`config.mk`:
```
export PLATFORM = sky130hd
export DESIGN_NAME = psl_alignment_record_parser_top
export DESIGN_NICKNAME = d
export VERILOG_FILES = /design/src/rtl/core/psl_arp_pkg.sv /design/src/rtl/core/psl_alignment_record_parser_top.sv /design/src/rtl/core/psl_arp_parser.sv /design/src/rtl/core/psl_arp_calc.sv
export VERILOG_INCLUDE_DIRS = /design/src /design/src/rtl/core
export SDC_FILE = /design/constraint.sdc
export NUM_CORES = 2
export LEC_CHECK = 0
export BUFFER_PORTS_ARGS = -buffer_cell sky130_fd_sc_hd__buf_4
export CAP_MARGIN = 30
export CELL_PAD_IN_SITES_DETAIL_PLACEMENT = 0
export CELL_PAD_IN_SITES_GLOBAL_PLACEMENT = 1
export CORE_MARGIN = 4
export CORE_UTILIZATION = 48
export CTS_CLUSTER_DIAMETER = 60
export DETAILED_ROUTE_END_ITERATION = 7
export PLACE_DENSITY = 0.81
export SYNTH_ARGS = -nofsm -noshare
export SYNTH_HDL_FRONTEND = slang
export SYNTH_SLANG_ARGS = --single-unit
```
`constraint.sdc`:
```
create_clock -name clock -period 59.1 [get_ports clock]
set_clock_uncertainty 0.1 [all_clocks]
set_input_delay 2.955 -clock clock [delete_from_list [all_inputs] [get_ports clock]]
set_output_delay 2.955 -clock clock [all_outputs]
set_load 0.02 [all_outputs]
```
`src/rtl/core/psl_alignment_record_parser_top_macros.svh`:
```
// Assertion macros for the alignment record parser.
// Used by psl_alignment_record_parser_top; expects clock and reset in scope.
`ifndef PSL_ALIGNMENT_RECORD_PARSER_TOP_MACROS_SVH
`define PSL_ALIGNMENT_RECORD_PARSER_TOP_MACROS_SVH

// same-cycle implication
`define PSL_ARP_ASSERT_NOW(label, ante, cons) \
   label: assert property (@(posedge clock) disable iff (reset) (ante) |-> (cons)) \
      else $error("psl_alignment_record_parser: assertion failed");

// next-cycle implication
`define PSL_ARP_ASSERT_NEXT(label, ante, cons) \
   label: assert property (@(posedge clock) disable iff (reset) (ante) |=> (cons)) \
      else $error("psl_alignment_record_parser: assertion failed");

`endif

```
`src/rtl/core/psl_arp_pkg.sv`:
```
// Shared types and constants for the alignment record parser.
// No dependencies; imported by every module of the block.
package psl_arp_pkg;

   localparam logic [31:0] SPAN_RESET = 32'd1000000;

   typedef struct packed {
      logic [31:0] tgt_id;
      logic [31:0] tgt_start;
      logic [31:0] tgt_end;
      logic [31:0] tgt_gap;
      logic [31:0] src_id;
      logic [31:0] src_start;
      logic [31:0] src_end;
      logic [31:0] src_gap;
      logic [31:0] src_size;
      logic [31:0] frag;
      logic        strand;
      logic [31:0] aligned;
   } rec_type;

endpackage

```
`src/rtl/core/psl_alignment_record_parser_top.sv`:
```
// Alignment record parser: one character of a tab-separated record per transfer in,
// one decoded record out per flagged last character. A character is taken every
// cycle while the record snapshot stage has room; the snapshot is loaded at the last
// character transfer, then the fragment-times-span multiply is registered beside a copy
// of the record in the calc stage and the offset add in the result register. Records may
// follow one another every cycle while the result side accepts them.
// Depends on psl_arp_pkg, psl_arp_parser, psl_arp_calc and the macros header.
`include "psl_alignment_record_parser_top_macros.svh"

module psl_alignment_record_parser_top import psl_arp_pkg::*; (
   input  logic        clock,
   input  logic        reset,
   input  logic        csr_wr_en,
   input  logic [31:0] csr_wr_data,
   input  logic        req_valid,
   output logic        req_ready,
   input  logic [7:0]  req_char_code,
   input  logic        req_line_end,
   output logic        rsp_valid,
   input  logic        rsp_ready,
   output logic [31:0] rsp_target_id,
   output logic [31:0] rsp_target_start,
   output logic [31:0] rsp_target_end,
   output logic [31:0] rsp_target_gap,
   output logic [31:0] rsp_source_id,
   output logic [31:0] rsp_source_start,
   output logic [31:0] rsp_source_end,
   output logic [31:0] rsp_source_gap,
   output logic [31:0] rsp_source_size,
   output logic [31:0] rsp_fragment_id,
   output logic        rsp_strand,
   output logic [31:0] rsp_aligned_bases
);

   logic    rec_valid, rec_ready;
   rec_type rec, out;

   psl_arp_parser u_parser (
      .clock     (clock),
      .reset     (reset),
      .in_valid  (req_valid),
      .in_ready  (req_ready),
      .in_char   (req_char_code),
      .in_last   (req_line_end),
      .rec_valid (rec_valid),
      .rec_ready (rec_ready),
      .rec       (rec)
   );

   psl_arp_calc u_calc (
      .clock       (clock),
      .reset       (reset),
      .csr_wr_en   (csr_wr_en),
      .csr_wr_data (csr_wr_data),
      .rec_valid   (rec_valid),
      .rec_ready   (rec_ready),
      .rec         (rec),
      .out_valid   (rsp_valid),
      .out_ready   (rsp_ready),
      .out         (out)
   );

   assign rsp_target_id     = out.tgt_id;
   assign rsp_target_start  = out.tgt_start;
   assign rsp_target_end    = out.tgt_end;
   assign rsp_target_gap    = out.tgt_gap;
   assign rsp_source_id     = out.src_id;
   assign rsp_source_start  = out.src_start;
   assign rsp_source_end    = out.src_end;
   assign rsp_source_gap    = out.src_gap;
   assign rsp_source_size   = out.src_size;
   assign rsp_fragment_id   = out.frag;
   assign rsp_strand        = out.strand;
   assign rsp_aligned_bases = out.aligned;

   // snapshot only appears after a last-character transfer
   `PSL_ARP_ASSERT_NOW(a_snap_from_last, $rose(rec_valid), $past(req_valid && req_ready && req_line_end))
   // input stalls only when a snapshot is held
   `PSL_ARP_ASSERT_NOW(a_stall_needs_snap, !req_ready, rec_valid && !rec_ready)
   // a held snapshot with a blocked pipeline stays put
   `PSL_ARP_ASSERT_NEXT(a_snap_holds, rec_valid && !rec_ready, rec_valid && $stable(rec))

endmodule

```
`src/rtl/core/psl_arp_parser.sv`:
```
// Character stage: column tracking, number accumulation and record snapshot.
// Depends on psl_arp_pkg.
module psl_arp_parser import psl_arp_pkg::*; (
   input  logic       clock,
   input  logic       reset,
   input  logic       in_valid,
   output logic       in_ready,
   input  logic [7:0] in_char,
   input  logic       in_last,
   output logic       rec_valid,
   input  logic       rec_ready,
   output rec_type    rec
);

   localparam int          NUM_SLOTS = 9;
   localparam int          SLOT_W    = 4;
   localparam logic [SLOT_W-1:0] SLOT_NONE = 4'hF;
   localparam logic [SLOT_W-1:0] SLOT_SRC_GAP   = 4'd0;
   localparam logic [SLOT_W-1:0] SLOT_TGT_GAP   = 4'd1;
   localparam logic [SLOT_W-1:0] SLOT_SRC_ID    = 4'd2;
   localparam logic [SLOT_W-1:0] SLOT_SRC_SIZE  = 4'd3;
   localparam logic [SLOT_W-1:0] SLOT_SRC_START = 4'd4;
   localparam logic [SLOT_W-1:0] SLOT_SRC_END   = 4'd5;
   localparam logic [SLOT_W-1:0] SLOT_TGT_ID    = 4'd6;
   localparam logic [SLOT_W-1:0] SLOT_TGT_START = 4'd7;
   localparam logic [SLOT_W-1:0] SLOT_TGT_END   = 4'd8;

   localparam logic [4:0] COL_SRC_GAP   = 5'd5;
   localparam logic [4:0] COL_TGT_GAP   = 5'd7;
   localparam logic [4:0] COL_STRAND    = 5'd8;
   localparam logic [4:0] COL_SRC_NAME  = 5'd9;
   localparam logic [4:0] COL_SRC_SIZE  = 5'd10;
   localparam logic [4:0] COL_SRC_START = 5'd11;
   localparam logic [4:0] COL_SRC_END   = 5'd12;
   localparam logic [4:0] COL_TGT_ID    = 5'd13;
   localparam logic [4:0] COL_TGT_START = 5'd15;
   localparam logic [4:0] COL_TGT_END   = 5'd16;
   localparam logic [4:0] COL_BLOCKS    = 5'd18;
   localparam logic [4:0] COL_MAX       = 5'd31;

   localparam logic [7:0] CH_TAB   = 8'h09;
   localparam logic [7:0] CH_ZERO  = 8'h30;
   localparam logic [7:0] CH_NINE  = 8'h39;
   localparam logic [7:0] CH_DOT   = 8'h2E;
   localparam logic [7:0] CH_PLUS  = 8'h2B;
   localparam logic [7:0] CH_COMMA = 8'h2C;

   function automatic logic [SLOT_W-1:0] slot_of(input logic [4:0] col);
      logic [SLOT_W-1:0] s;
      case (col)
         COL_SRC_GAP:   s = SLOT_SRC_GAP;
         COL_TGT_GAP:   s = SLOT_TGT_GAP;
         COL_SRC_SIZE:  s = SLOT_SRC_SIZE;
         COL_SRC_START: s = SLOT_SRC_START;
         COL_SRC_END:   s = SLOT_SRC_END;
         COL_TGT_ID:    s = SLOT_TGT_ID;
         COL_TGT_START: s = SLOT_TGT_START;
         COL_TGT_END:   s = SLOT_TGT_END;
         default:       s = SLOT_NONE;
      endcase
      return s;
   endfunction

   // returns {stopped, accumulator}
   function automatic logic [32:0] feed(input logic [31:0] acc, input logic stop,
                                        input logic [7:0] c);
      logic [32:0] r;
      if (stop) begin
         r = {1'b1, acc};
      end else if (c inside {[CH_ZERO:CH_NINE]}) begin
         r = {1'b0, (acc << 3) + (acc << 1) + {24'd0, c - CH_ZERO}};
      end else begin
         r = {1'b1, acc};
      end
      return r;
   endfunction

   logic [4:0]  col_ff, col_in;
   logic [31:0] acc_ff [NUM_SLOTS];
   logic [31:0] acc_in [NUM_SLOTS];
   logic        stop_ff [NUM_SLOTS];
   logic        stop_in [NUM_SLOTS];
   logic [31:0] frag_ff, frag_in;
   logic        frag_stop_ff, frag_stop_in;
   logic        dot_ff, dot_in;
   logic [31:0] blk_val_ff, blk_val_in;
   logic        blk_stop_ff, blk_stop_in;
   logic [31:0] blk_sum_ff, blk_sum_in;
   logic        strand_ff, strand_in;
   logic        snap_valid_ff, snap_valid_in;
   rec_type     snap_ff, snap_in;
   logic        xfer;
   logic        emit;
   logic [SLOT_W-1:0] slot;
   logic [32:0] fed;

   assign in_ready  = !snap_valid_ff || rec_ready;
   assign xfer      = in_valid && in_ready;
   assign emit      = xfer && in_last;
   assign slot      = slot_of(col_ff);
   assign rec_valid = snap_valid_ff;
   assign rec       = snap_ff;

   always_comb begin
      col_in       = col_ff;
      acc_in       = acc_ff;
      stop_in      = stop_ff;
      frag_in      = frag_ff;
      frag_stop_in = frag_stop_ff;
      dot_in       = dot_ff;
      blk_val_in   = blk_val_ff;
      blk_stop_in  = blk_stop_ff;
      blk_sum_in   = blk_sum_ff;
      strand_in    = strand_ff;
      fed          = '0;

      if (xfer) begin
         if (in_char == CH_TAB) begin
            if (col_ff != COL_MAX) begin
               col_in = col_ff + 5'd1;
            end
         end else if (col_ff == COL_SRC_NAME) begin
            if (dot_ff) begin
               fed          = feed(frag_ff, frag_stop_ff, in_char);
               frag_in      = fed[31:0];
               frag_stop_in = fed[32];
            end else if (in_char == CH_DOT) begin
               dot_in = 1'b1;
            end else begin
               fed                   = feed(acc_ff[SLOT_SRC_ID], stop_ff[SLOT_SRC_ID],
                                            in_char);
               acc_in[SLOT_SRC_ID]   = fed[31:0];
               stop_in[SLOT_SRC_ID]  = fed[32];
            end
         end else if (col_ff == COL_STRAND) begin
            strand_in = (in_char != CH_PLUS);
         end else if (col_ff == COL_BLOCKS) begin
            if (in_char == CH_COMMA) begin
               blk_sum_in  = blk_sum_ff + blk_val_ff;
               blk_val_in  = '0;
               blk_stop_in = 1'b0;
            end else begin
               fed         = feed(blk_val_ff, blk_stop_ff, in_char);
               blk_val_in  = fed[31:0];
               blk_stop_in = fed[32];
            end
         end else if (slot != SLOT_NONE) begin
            fed           = feed(acc_ff[slot], stop_ff[slot], in_char);
            acc_in[slot]  = fed[31:0];
            stop_in[slot] = fed[32];
         end
      end

      snap_in.tgt_id    = acc_in[SLOT_TGT_ID];
      snap_in.tgt_start = acc_in[SLOT_TGT_START];
      snap_in.tgt_end   = acc_in[SLOT_TGT_END];
      snap_in.tgt_gap   = acc_in[SLOT_TGT_GAP];
      snap_in.src_id    = acc_in[SLOT_SRC_ID];
      snap_in.src_start = acc_in[SLOT_SRC_START];
      snap_in.src_end   = acc_in[SLOT_SRC_END];
      snap_in.src_gap   = acc_in[SLOT_SRC_GAP];
      snap_in.src_size  = acc_in[SLOT_SRC_SIZE];
      snap_in.frag      = dot_in ? frag_in : 32'd0;
      snap_in.strand    = strand_in;
      snap_in.aligned   = blk_sum_in;

      // record closes: start afresh
      if (emit) begin
         col_in       = '0;
         frag_in      = '0;
         frag_stop_in = 1'b0;
         dot_in       = 1'b0;
         blk_val_in   = '0;
         blk_stop_in  = 1'b0;
         blk_sum_in   = '0;
         strand_in    = 1'b0;
         for (int i = 0; i < NUM_SLOTS; i++) begin
            acc_in[i]  = '0;
            stop_in[i] = 1'b0;
         end
      end

      snap_valid_in = emit || (snap_valid_ff && !rec_ready);
   end

   always_ff @(posedge clock) begin
      if (reset) begin
         col_ff        <= '0;
         frag_ff       <= '0;
         frag_stop_ff  <= 1'b0;
         dot_ff        <= 1'b0;
         blk_val_ff    <= '0;
         blk_stop_ff   <= 1'b0;
         blk_sum_ff    <= '0;
         strand_ff     <= 1'b0;
         snap_valid_ff <= 1'b0;
         for (int i = 0; i < NUM_SLOTS; i++) begin
            acc_ff[i]  <= '0;
            stop_ff[i] <= 1'b0;
         end
      end else begin
         col_ff        <= col_in;
         acc_ff        <= acc_in;
         stop_ff       <= stop_in;
         frag_ff       <= frag_in;
         frag_stop_ff  <= frag_stop_in;
         dot_ff        <= dot_in;
         blk_val_ff    <= blk_val_in;
         blk_stop_ff   <= blk_stop_in;
         blk_sum_ff    <= blk_sum_in;
         strand_ff     <= strand_in;
         snap_valid_ff <= snap_valid_in;
      end
   end

   always_ff @(posedge clock) begin
      if (emit) begin
         snap_ff <= snap_in;
      end
   end

endmodule

```
`src/rtl/core/psl_arp_calc.sv`:
```
// Record stage: fragment offset multiply, source coordinate adds, result register.
// Holds the fragment span register. Depends on psl_arp_pkg.
module psl_arp_calc import psl_arp_pkg::*; (
   input  logic        clock,
   input  logic        reset,
   input  logic        csr_wr_en,
   input  logic [31:0] csr_wr_data,
   input  logic        rec_valid,
   output logic        rec_ready,
   input  rec_type     rec,
   output logic        out_valid,
   input  logic        out_ready,
   output rec_type     out
);

   logic [31:0] span_ff;
   logic        s1_valid_ff, s1_valid_in;
   rec_type     s1_rec_ff;
   logic [31:0] s1_off_ff;
   logic        s2_valid_ff, s2_valid_in;
   rec_type     s2_rec_ff, s2_rec_in;
   logic        s1_load, s2_load, s2_ready;

   assign s2_ready  = !s2_valid_ff || out_ready;
   assign rec_ready = !s1_valid_ff || s2_ready;
   assign s1_load   = rec_valid && rec_ready;
   assign s2_load   = s1_valid_ff && s2_ready;
   assign out_valid = s2_valid_ff;
   assign out       = s2_rec_ff;

   always_comb begin
      s1_valid_in         = s1_load || (s1_valid_ff && !s2_ready);
      s2_valid_in         = s2_load || (s2_valid_ff && !out_ready);
      s2_rec_in           = s1_rec_ff;
      s2_rec_in.src_start = s1_rec_ff.src_start + s1_off_ff;
      s2_rec_in.src_end   = s1_rec_ff.src_end + s1_off_ff;
   end

   always_ff @(posedge clock) begin
      if (reset) begin
         span_ff     <= SPAN_RESET;
         s1_valid_ff <= 1'b0;
         s2_valid_ff <= 1'b0;
      end else begin
         if (csr_wr_en) begin
            span_ff <= csr_wr_data;
         end
         s1_valid_ff <= s1_valid_in;
         s2_valid_ff <= s2_valid_in;
      end
   end

   always_ff @(posedge clock) begin
      if (s1_load) begin
         s1_rec_ff <= rec;
         s1_off_ff <= rec.frag * span_ff;
      end
      if (s2_load) begin
         s2_rec_ff <= s2_rec_in;
      end
   end

endmodule

```
==> metrics.md <==
| Metric | Value |
|---|---|
| Status | finished, final reports clean |
| IO Port Bufs | 400 |
| Via count | 51,336 |
| Fraction of the cycle the final worst path needs | 0.140 |
| Psw | 1.85 mW |
| Number of buffers inserted to repair setup after CTS | 0 |
| Post-detailed-route wirelength per cell | 23.5 µm |
| Portion of the post-synthesis area used by sequential elements | 0.522 |
| Number of pins with negative max-slew slack in the final report | 0 |
| Power per cell area | 53.0 mW/mm² |
| Largest net degree at the start of global routing | 168 |
| Share of the synthesized area in the top cell type | 0.411 |
| Part of the power in registers | 0.277 |
| Number of placed instances with taps included | 9,011 |
| Violation count after the first detailed-routing iteration | 4,472 |
| Max-Cap Viols | 0 |
| Detailed Routing Iterations Pass 1 | 6 |
| Leakage | 36.6 nW |
| Core Box Area | 0.165 mm² |
| Smallest setup slack after layout | 50,820 ps |
| Top_reg_cell synth | sky130_fd_sc_hd__edfxtp_1 |
| Number of global-route vias before repair | 51,260 |
| FILL cells | 13,644 |
| Initial antenna violation count | 13 |
| FFs w/ async S/R, synth | 0 |
| Most used cells in the layout excluding fill and tap cells | sky130_fd_sc_hd__edfxtp_1 (1,091), sky130_fd_sc_hd__nand2_1 (716), sky130_fd_sc_hd__and2_1 (563), sky130_fd_sc_hd__inv_1 (506), sky130_fd_sc_hd__buf_4 (490) |
| Most common cell after layout, fill and taps aside | sky130_fd_sc_hd__edfxtp_1 |
| Distinct cells, synth | 92 |
| Total of endpoints with negative setup slack in the final report | 0 |
| Final weighted congestion in routability-driven placement | 0.909 |
| Synthesized instance count | 6,571 |
| Standard-cell rows | 149 |
| Global-route total usage across every layer | 0.253 |
| Critical path peak fanout | 17 |
| Area added between synthesis and finish | 14.5% |
| Clock buffers created by TritonCTS | 164 |
| Area enclosed by the die boundary | 0.172 mm² |
| Deepest level of the CTS H-tree | 4 |
| EDFF count, synth | 1,091 |
| Worst-case vdd ir drop | 201 µV |
| WL final | 220,000 µm |
| Accumulated negative setup slack | 0 ps |
| Clock latency of the later-clocked register in the worst-skew pair | 850 ps |
| Type of the worst setup path | flop to flop |
| Width of the chip | 415 µm |
| Int Pwr | 2.98 mW |
| Worst relative slew slack | 0.257 |
| Worst endpoint data arrival time | 8740 ps |
| Syn. warnings | 0 |
| Vert. Die Dim | 415 µm |
| Vias per std cell | 5.50 |
| CP Capture Type | flop |
| Min-delay worst type | flop to flop |
| Buffer type at the clock tree root | sky130_fd_sc_hd__clkbuf_16 |
| TritonCTS clock tree | built |
| NumNets Final | 7,913 |
| Fin cells | 9,326 |
| Worst setup timing slack at the placement stage | 50,750 ps |
| Switching fraction of total power | 0.383 |
| Clk pwr share | 0.216 |
| Clock slew at reported path FFs | 60 ps |
| Synth area leaders | sky130_fd_sc_hd__edfxtp_1 (41%), sky130_fd_sc_hd__dfxtp_1 (11%), sky130_fd_sc_hd__fa_1 (11%) |
| Cell area after synthesis | 0.0796 mm² |
| GRT met3 Usage | 0.0436 |
| Worst Max-Slew Pin Slew | 1110 ps |
| Post-layout min period | 8280 ps |
| DRC violation count after routing | 0 |
| Met2 layer usage reported by global route | 0.410 |
| Sum of net half-perimeters after detailed placement | 161,000 µm |
| Achievable clock frequency | 121 MHz |
| Starting Density | 0.483 |
| Mean Syn Cell Area | 12.1 µm² |
| Leftover overflow at the end of global routing | 0 |
| Global-route wire length before repair | 328,000 µm |
| Number of buffers on the longest clock path | 3 |
| Worst hold slack | 301 ps |
| Unrepaired setup endpoints after global routing | no |
| Most crowded layer after global routing | met2 |
| Number of buffers inserted by hold repair at cts | 0 |
| Share of final-layout standard cells stronger than drive strength 1 | 0.136 |
| Number of clock sinks | 1,532 |
| Logic pwr share | 0.507 |
| Worst setup SP type | flop |
| Antenna Nets Post-Route | 0 |
| Synthesized Nets | 7,492 |
| Final hold violations | 0 |
| Count of state elements after synthesis | 1,532 |
| WP data required | 59,560 ps |
| Boundary Pins | 401 |
| Post-synthesis cell type with the largest combined area | sky130_fd_sc_hd__edfxtp_1 |
| Grt met1 use | 0.344 |
| Total of cells resized after clock tree synthesis | 0 |
| Post-layout util | 0.552 |
==> synthesized netlist by cell type, drive strengths merged, types with 88 or more instances <==
cell	number
a21o	101
a21oi	347
and2	565
clkbuf	212
dfxtp	441
edfxtp	1091
fa	435
ha	440
inv	507
mux2i	88
nand2	716
nor2	366
o21ai	260
xnor2	194
==> power by group through the flow <==
stage	clock, mW	sequential (mW)	combinational [mW]
floorplan	0	1.37	1.76
global placement	0	1.36	2.42
detailed placement	0	1.36	2.47
CTS	1.06	1.34	2.49
global route	1.11	1.34	2.76
finish	1.04	1.34	2.44
==> worst paths after layout <==
check,from,endpoint,slack (ps),cells after the start
worst max-delay path,u_parser.rec[40],u_calc.s1_off_ff[31],50820,23
worst min-delay path,u_calc.s1_rec_ff[338],u_calc.out[338],300,0
worst max register to register,u_parser.rec[40],u_calc.s1_off_ff[31],50820,23
worst min register to register,u_calc.s1_rec_ff[338],u_calc.out[338],300,0
==> critical path, cell delays in order (launching register included) <==
cell and delay [ps]:
sky130_fd_sc_hd__edfxtp_1 560, sky130_fd_sc_hd__buf_4 290, sky130_fd_sc_hd__and2_1 200, sky130_fd_sc_hd__fa_1 500, sky130_fd_sc_hd__fa_1 510, sky130_fd_sc_hd__inv_1 50, sky130_fd_sc_hd__fa_1 460, sky130_fd_sc_hd__fa_1 490
sky130_fd_sc_hd__inv_1 40, sky130_fd_sc_hd__ha_1 270, sky130_fd_sc_hd__ha_1 300, sky130_fd_sc_hd__fa_1 510, sky130_fd_sc_hd__fa_1 420, sky130_fd_sc_hd__ha_1 330, sky130_fd_sc_hd__and3_1 270, sky130_fd_sc_hd__a221o_1 430
sky130_fd_sc_hd__or3_1 310, sky130_fd_sc_hd__a2111oi_0 770, sky130_fd_sc_hd__o31ai_1 400, sky130_fd_sc_hd__nand4_1 230, sky130_fd_sc_hd__a31oi_1 140, sky130_fd_sc_hd__a21o_1 210, sky130_fd_sc_hd__a21oi_1 170, sky130_fd_sc_hd__xnor2_1 80
==> cell families after synthesis <==
family,after synthesis,share of synthesized area
xor gates and xnor gates,276,0.0304
muxes,220,0.0391
and+or+nand+nor,1907,0.115
buffers and inverters,760,0.0363
DFF,1532,0.522
AOI/OAI and AO/OA,1001,0.0782
adders and majority gates,875,0.179
==> routing by layer <==
metal	vias up	wire, µm
met5	-	41
met4	6	8970
met3	334	15100
met2	1806	104000
met1	25674	91600
li1	23516	-
==> metrics by stage <==
stage / area, µm² / power, mW
global route: 91100 / 5.21
global placement: 85300 / 3.78
finish: 91100 / 4.83
CTS: 91000 / 4.89
detailed placement: 85400 / 3.83
floorplan: 79600 / 3.13
==> sequential cells by signal, summed over array words and instances, names as in the netlist <==
signal / count
u_calc.out: 353
u_calc.s1_rec_ff: 353
u_parser.rec: 353
u_parser.acc_ff: 288
u_calc.s1_off_ff: 32
u_calc.span_ff: 32
u_parser.blk_sum_ff: 32
u_parser.blk_val_ff: 32
u_parser.frag_ff: 32
u_parser.stop_ff: 9
u_parser.col_ff: 5
u_parser.slot: 4
u_calc.out_valid: 1
u_calc.s1_valid_ff: 1
u_parser.blk_stop_ff: 1
u_parser.dot_ff: 1
u_parser.frag_stop_ff: 1
u_parser.rec_valid: 1
u_parser.strand_ff: 1
==> final cells by class <==
cell class	count	area, µm²	area share
clock buffers	203	4350	0.0477
inverters	507	1910	0.0210
multi-input cells	4279	35300	0.387
well taps	2189	2740	0.0301
flip-flops and latches	1532	41600	0.456
repair buffers	508	4010	0.0440
clock inverters	103	1240	0.0136
diodes	5	12.5	0.000137
(Power assumes the default switching activity.)
